## src/sv/dsre_pkg.sv

```systemverilog
package dsre_pkg;

  localparam int unsigned RunCap      = 280;
  localparam int unsigned CountW      = 9;
  localparam int unsigned CodeW       = 55;
  localparam int unsigned LenW        = 6;
  localparam int unsigned RunCodeW    = 20;
  localparam int unsigned RunLenW     = 5;
  localparam int unsigned EndCodeLen  = 8;

  typedef struct packed {
    logic [3:0] pixel;
    logic       line_end;
  } enc_in_t;

  typedef struct packed {
    logic [CodeW-1:0] code_bits;
    logic [LenW-1:0]  code_len;
    logic             line_done;
  } enc_out_t;

  typedef struct packed {
    logic [RunCodeW-1:0] bits;
    logic [RunLenW-1:0]  len;
  } run_code_t;

  // 4-bit/pixel code for one run, right-aligned, at most 20 bits
  function automatic run_code_t run_code(logic [3:0] c, logic [CountW-1:0] n);
    run_code_t         r;
    logic [CountW-1:0] m;
    logic [CountW-1:0] d2;
    logic [CountW-1:0] d4;
    logic [CountW-1:0] d9;
    logic [CountW-1:0] d25;
    logic [RunLenW-1:0] k;
    logic [RunCodeW-1:0] v;
    r.bits = '0;
    r.len  = '0;
    m      = n;
    // single pixel split off first for runs of one, eight, or non-zero three
    if (n == CountW'(1) || (n == CountW'(3) && c != 4'd0) || n == CountW'(8)) begin
      if (c != 4'd0) begin
        r.bits = {16'b0, c};
        r.len  = RunLenW'(4);
      end else begin
        r.bits = {12'b0, 8'b0000_1100};
        r.len  = RunLenW'(8);
      end
      m = n - CountW'(1);
    end
    d2  = m - CountW'(2);
    d4  = m - CountW'(4);
    d9  = m - CountW'(9);
    d25 = m - CountW'(25);
    k   = '0;
    v   = '0;
    if (m == CountW'(2)) begin
      k = RunLenW'(8);
      if (c != 4'd0) begin
        v = {12'b0, c, c};
      end else begin
        v = {12'b0, 8'b0000_1101};
      end
    end else if (c == 4'd0 && m >= CountW'(3) && m <= CountW'(9)) begin
      k = RunLenW'(8);
      v = {12'b0, 5'b00000, d2[2:0]};
    end else if (m > CountW'(2)) begin
      if (m <= CountW'(7)) begin
        k = RunLenW'(12);
        v = {8'b0, 4'b0000, 2'b10, d4[1:0], c};
      end else if (m <= CountW'(24)) begin
        k = RunLenW'(16);
        v = {4'b0, 8'b0000_1110, d9[3:0], c};
      end else begin
        k = RunLenW'(20);
        v = {8'b0000_1111, d25[7:0], c};
      end
    end
    r.bits = (r.bits << k) | v;
    r.len  = r.len + k;
    return r;
  endfunction

endpackage

```

## src/sv/dvb_subtitle_4bit_rle_encoder_unit.sv

```systemverilog
// DVB subtitle 4-bit/pixel run-length encoder
// input channel: one pixel per transfer (in_data_i.pixel), with line_end set
// on the last pixel of a line. output channel: one packed code word per
// transfer, bits right-aligned and MSB-first, code_len valid bits, line_done
// set when the word carries the end-of-string code and byte stuffing.
// a pixel that only extends the current run causes no output transfer.
// pipeline: input register, then combinational run tracking and code
// selection into the output register. one pixel per cycle is sustained
// while the receiver does not stall, set by the single code-build stage
// that updates the run state on each accepted pixel.
// when the receiver stalls the output register holds its word, one more
// pixel waits in the input register, and in_ready_o drops only when both
// are full. reset empties both registers, closes the run and clears the
// byte phase.
module dvb_subtitle_4bit_rle_encoder_unit
  import dsre_pkg::*;
(
  input  logic     clk_i,
  input  logic     rst_ni,
  input  logic     in_valid_i,
  output logic     in_ready_o,
  input  enc_in_t  in_data_i,
  output logic     out_valid_o,
  input  logic     out_ready_i,
  output enc_out_t out_data_o
);

  logic              in_valid_q;
  enc_in_t           in_q;
  logic              out_valid_q;
  enc_out_t          out_q;

  logic [3:0]        run_colour_q, run_colour_d;
  logic [CountW-1:0] run_count_q, run_count_d;
  logic              run_open_q, run_open_d;
  logic [2:0]        bit_phase_q, bit_phase_d;

  logic              proc_ready;
  logic              proc_fire;
  logic              hit;
  logic              closing;
  logic [3:0]        new_colour;
  logic [CountW-1:0] new_count;
  run_code_t         close_code;
  run_code_t         flush_code;
  logic [2:0]        phase_sum;
  logic [2:0]        stuff;
  logic [RunLenW-1:0] tail_len;
  logic [CodeW-1:0]  joined;
  logic              emit;
  enc_out_t          result;

  assign proc_ready = !out_valid_q || out_ready_i;
  assign proc_fire  = in_valid_q && proc_ready;
  assign in_ready_o = !in_valid_q || proc_ready;

  always_comb begin
    hit = run_open_q && (in_q.pixel == run_colour_q)
          && (run_count_q != CountW'(RunCap));
    closing    = run_open_q && !hit;
    new_colour = hit ? run_colour_q : in_q.pixel;
    new_count  = hit ? run_count_q + CountW'(1) : CountW'(1);

    close_code = closing ? run_code(run_colour_q, run_count_q) : '0;
    flush_code = in_q.line_end ? run_code(new_colour, new_count) : '0;

    // stuffing after the end code always brings the phase back to a byte multiple
    phase_sum = bit_phase_q + close_code.len[2:0] + flush_code.len[2:0];
    stuff     = 3'd0 - phase_sum;
    tail_len  = in_q.line_end ? RunLenW'(EndCodeLen) + RunLenW'(stuff) : '0;

    joined = ({(CodeW-RunCodeW)'(0), close_code.bits} << flush_code.len)
             | {(CodeW-RunCodeW)'(0), flush_code.bits};
    result.code_bits = joined << tail_len;
    result.code_len  = LenW'(close_code.len) + LenW'(flush_code.len)
                       + LenW'(tail_len);
    result.line_done = in_q.line_end;
    emit = closing || in_q.line_end;

    if (in_q.line_end) begin
      run_open_d   = 1'b0;
      run_colour_d = 4'd0;
      run_count_d  = '0;
      bit_phase_d  = 3'd0;
    end else begin
      run_open_d   = 1'b1;
      run_colour_d = new_colour;
      run_count_d  = new_count;
      bit_phase_d  = bit_phase_q + close_code.len[2:0];
    end
  end

  always_ff @(posedge clk_i or negedge rst_ni) begin
    if (!rst_ni) begin
      in_valid_q   <= 1'b0;
      out_valid_q  <= 1'b0;
      run_open_q   <= 1'b0;
      run_colour_q <= 4'd0;
      run_count_q  <= '0;
      bit_phase_q  <= 3'd0;
    end else begin
      if (in_ready_o) begin
        in_valid_q <= in_valid_i;
      end
      if (proc_fire) begin
        run_open_q   <= run_open_d;
        run_colour_q <= run_colour_d;
        run_count_q  <= run_count_d;
        bit_phase_q  <= bit_phase_d;
      end
      if (proc_fire && emit) begin
        out_valid_q <= 1'b1;
      end else if (out_ready_i) begin
        out_valid_q <= 1'b0;
      end
    end
  end

  always_ff @(posedge clk_i) begin
    if (in_ready_o && in_valid_i) begin
      in_q <= in_data_i;
    end
    if (proc_fire && emit) begin
      out_q <= result;
    end
  end

  assign out_valid_o = out_valid_q;
  assign out_data_o  = out_q;

  a_run_cap: assert property (@(posedge clk_i) disable iff (!rst_ni)
    run_count_q <= CountW'(RunCap))
    else $error("run count above cap");

  a_closed_clear: assert property (@(posedge clk_i) disable iff (!rst_ni)
    !run_open_q |-> (run_count_q == '0 && run_colour_q == 4'd0))
    else $error("closed run holds stale state");

  a_len_nonzero: assert property (@(posedge clk_i) disable iff (!rst_ni)
    out_valid_o |-> out_data_o.code_len != '0)
    else $error("empty code word presented");

  a_end_code: assert property (@(posedge clk_i) disable iff (!rst_ni)
    (out_valid_o && out_data_o.line_done) |->
      (out_data_o.code_bits[7:0] == 8'd0 && out_data_o.code_len[2:0] == 3'd0
       || bit_phase_q != 3'd0 || out_data_o.code_bits[7:0] == 8'd0))
    else $error("line end word lacks end code");

endmodule

```

## config.mk

```make
export PLATFORM = sky130hd
export DESIGN_NAME = dvb_subtitle_4bit_rle_encoder_unit
export DESIGN_NICKNAME = d
export VERILOG_FILES = /design/src/sv/dsre_pkg.sv /design/src/sv/dvb_subtitle_4bit_rle_encoder_unit.sv
export SDC_FILE = /design/constraint.sdc
export NUM_CORES = 1
export LEC_CHECK = 0
export BUFFER_PORTS_ARGS = -buffer_cell sky130_fd_sc_hd__buf_2
export CORE_MARGIN = 10
export CORE_UTILIZATION = 30
export DETAILED_ROUTE_END_ITERATION = 8
export GPL_TIMING_DRIVEN = 0
export PLACE_DENSITY = 0.52
export SKIP_CTS_REPAIR_TIMING = 1
export SLEW_MARGIN = 20
export SYNTH_ARGS = -nofsm -noshare
export SYNTH_HDL_FRONTEND = slang
export SYNTH_SLANG_ARGS = --single-unit
```

## constraint.sdc

```tcl
create_clock -name clk_i -period 14.37 [get_ports clk_i]
set_clock_uncertainty 0.05 [all_clocks]
set_input_delay 2.874 -clock clk_i [delete_from_list [all_inputs] [get_ports clk_i]]
set_output_delay 2.874 -clock clk_i [all_outputs]
set_load 0.005 [all_outputs]
```

==> flow_summary_export.csv <==
group,metric,value,unit
flow_run,cap_violations,0,
pwr,p_total,1.33,mW
route,highest_layer,"met4",
route,drt_iter0_markers,913,
layout,fin_nets,1016,
global_routing,grt_pass1_wl,44.3,mm
cts,cts_tree,"done",
synthesis,synth_warnings,0,
cts,path_clk_slew,0.08,ns
route,met3_length,2.44,mm
pwr,switching_power,0.619,mW
route,vias,7812,
cts,insertion_delay,0.36,ns
floorplanning,die_height,179,um
layout,diodes,0,
pwr,power_frac_comb,0.552,
place,port_buffers,70,
sta,relSlewSlack,0.209,
pwr,seq_power_share,0.252,
setup_path,path_max_fanout,11,
floorplanning,die_area,32100,um2
route,antenna_left,0,
global_routing,grtUsageTotal,0.175,
synthesis,yosysTopAreaCellShare,0.257,
pwr,power.switching_fraction,0.465,
cts,cts_sinks,82,
sta,tightest_slew,1.19,ns
layout,syn2layout_area_growth,15.2,%
sta,slew_viol_final,0,
synthesis,synth_mux_area_frac,0.0240,
pwr,p_int,0.713,mW
synthesis,synth_xor_area_frac,0.0288,
place,dpl_worst_slack,4.96,ns
layout,nFillCells,2641,
floorplanning,die_x,179,um
sta,fmax,103,MHz
cts,clock_path_buffers,2,
synthesis,synthAdderAreaFrac,0.0526,
pwr,pwr-share-clk,0.196,
synthesis,syn-instance-count,894,
synthesis,synth_largest_area_cell,"edfxtp_1",
route,route.met2.wl,12.9,mm
global_routing,grt_start_max_net_pins,30,
synthesis,syn_area_per_cell,8.51,um2
synthesis,async_reset_ff_frac,0.207,
setup_path,start_kind,"flop",
route,first_pass_iters,6,
sta,setup_tns,0,ns
place,place.gp.congestion,0.938,
global_routing,grt_pass1_vias,7393,
pwr,leakage,3.31,nW
synthesis,yosys_most_used_dff,"edfxtp_1",
cts,cts_made_buffers,9,
setup_path,critPathRequiredTime,14.49,ns
synthesis,synth_top_family_by_area,"compound AO/OA/AOI/OAI gates",
global_routing,grt.overflow.total,0,
sta,fin_ws,4.69,ns
setup_path,cpPeakStageDelay,0.57,ns
setup_path,critical_path.slowest_cell,"o22ai_1",
cts,htreeDepth,3,
setup_path,endpoint_kind,"flop",
route,met1Wirelength,12.6,mm
pwr,ir_drop,0.0000908,V
synthesis,synth-simple-area-share,0.233,
run_status,outcome,"completed",
floorplanning,std_cell_rows,58,
floorplanning,io_pins,73,
setup_path,crit_type,"flop to flop",
sta,fin_crit,9.68,ns
cts,ctsRootBufferMaster,"clkbuf_16",
synthesis,synth_area_leaders,"edfxtp_1 (26%), dfrtp_1 (5.6%), nor2_1 (5.1%), nand2_1 (4.3%), ha_1 (3.9%)",
synthesis,ys_seq_area_frac,0.312,
route,wirelength,28.8,mm
synthesis,synth.most_common_cell,"nor2_1",
floorplanning,core,25000,um2
sta,grt_setup_unrepaired,"false",
synthesis,synth.ff_latch_count,82,
floorplanning,start_util,0.304,
sta,setup_viol,0,
global_routing,antenna_found_initial,0,
sta,period_share,0.674,
route,avgRoutedWirePerCell,21.9,um
place,dp_hpwl,22.4,mm
route,vias_per_cell,5.95,
sta,hold_viol_final,0,
layout,drive_above_1_share,0.171,
synthesis,synth_cell_types,110,
hold_path,hold_path_class,"flop to flop",
synthesis,synth-compound-area-share,0.296,
route,drc,0,
pwr,power_density,152,nW/um2
setup_path,worstPathArrival,9.80,ns
synthesis,synth-edff-count,65,
synthesis,synth_area,7610,um2
synthesis,synth_commonest_cells,"nor2_1 (103), nand2_1 (87), edfxtp_1 (65), a21oi_1 (58), o21ai_0 (52)",
## worst paths after layout
path | slack, ns | to | startpoint | depth (start not counted)
max | 4.69 | out_data_o[35] | run_count_q[0] | 35
min reg2reg | 0.40 | out_data_o[0] | in_q[0] | 0
max reg2reg | 4.69 | out_data_o[35] | run_count_q[0] | 35
max in group asynchronous | 11.54 | run_colour_q[2] | rst_ni | 1
min in group asynchronous | 2.40 | out_valid_o | rst_ni | 1
min | 0.40 | out_data_o[0] | in_q[0] | 0
## cell families (layout without fill, tap and decap cells)
kind of cell    after synthesis  count (layout)
simple gates                349             349
compound gates              303             303
buf+inv                      89             177
flops                        82              82
fa+ha+maj                    29              29
xor+xnor                     25              25
mux                          16              16
other cells                   1               2
## worst max-delay path, delay by kind of cell, from the launching register on
| kind | cells | cell delay, ns |
|---|---|---|
| flip-flops | 1 | 0.47 |
| multiplexers | 2 | 0.48 |
| adder cells (fa/ha/maj) | 4 | 1.19 |
| AND/OR/NAND/NOR | 7 | 1.27 |
| buffers and inverters | 10 | 2.90 |
| AO/OA/AOI/OAI | 12 | 3.09 |
## per-layer routing
metal / GRT usage / up-vias
met4: 0.0495 / 0
met1: 0.241 / 3805
met2: 0.276 / 380
met3: 0.0289 / 55
met5: 0 / -
li1: - / 3572
## state kept, by name, summed over array words and instances (netlist names)
name / flops
in_q: 5
bit_phase_q: 1
in_valid_q: 1
run_colour_q: 4
run_open_q: 1
run_count_q: 9
out_data_o: 60
out_valid_o: 1
## cells in the final DEF (no fill, tap or decap), types with 14 or more instances in the layout
| cell | count |
|---|---|
| nor2_1 | 102 |
| a21oi_1 | 58 |
| dfrtp_1 | 17 |
| and3_1 | 17 |
| edfxtp_1 | 65 |
| ha_1 | 24 |
| nand2b_1 | 14 |
| buf_2 | 82 |
| o21ai_0 | 52 |
| nand3_1 | 26 |
| nand2_1 | 87 |
| clkbuf_1 | 34 |
| nor3_1 | 33 |
| inv_1 | 23 |
| o31ai_1 | 19 |
## final cells by class
class                   count  area [um2]  share of cell area
multi-input cells         724        4840               0.552
flip-flops and latches     82        2380               0.271
well taps                 330         413              0.0471
repair buffers             72         398              0.0454
plain buffers              60         294              0.0336
clock buffers               9         225              0.0257
inverters                  29         109              0.0124
clock inverters             7         108              0.0123
## power by group through the flow
stage	clock network, mW	registers [mW]	logic, mW
floorplan	0	0.348	0.468
global placement	0	0.345	0.708
detailed placement	0	0.342	0.710
CTS	0.266	0.337	0.713
global route	0.274	0.341	0.791
finish	0.261	0.336	0.735
## metrics by stage
step / std cells / instance area [um2] / util / hold WS (ns)
global placement: 1295 / 8380 / 0.335 / 0.379
finish: 1313 / 8760 / 0.350 / 0.402
detailed placement: 1297 / 8430 / 0.337 / 0.387
floorplan: 895 / 7610 / - / 0.374
global route: 1313 / 8760 / 0.350 / 0.420
CTS: 1313 / 8760 / 0.350 / 0.404
(Power assumes the default switching activity.)
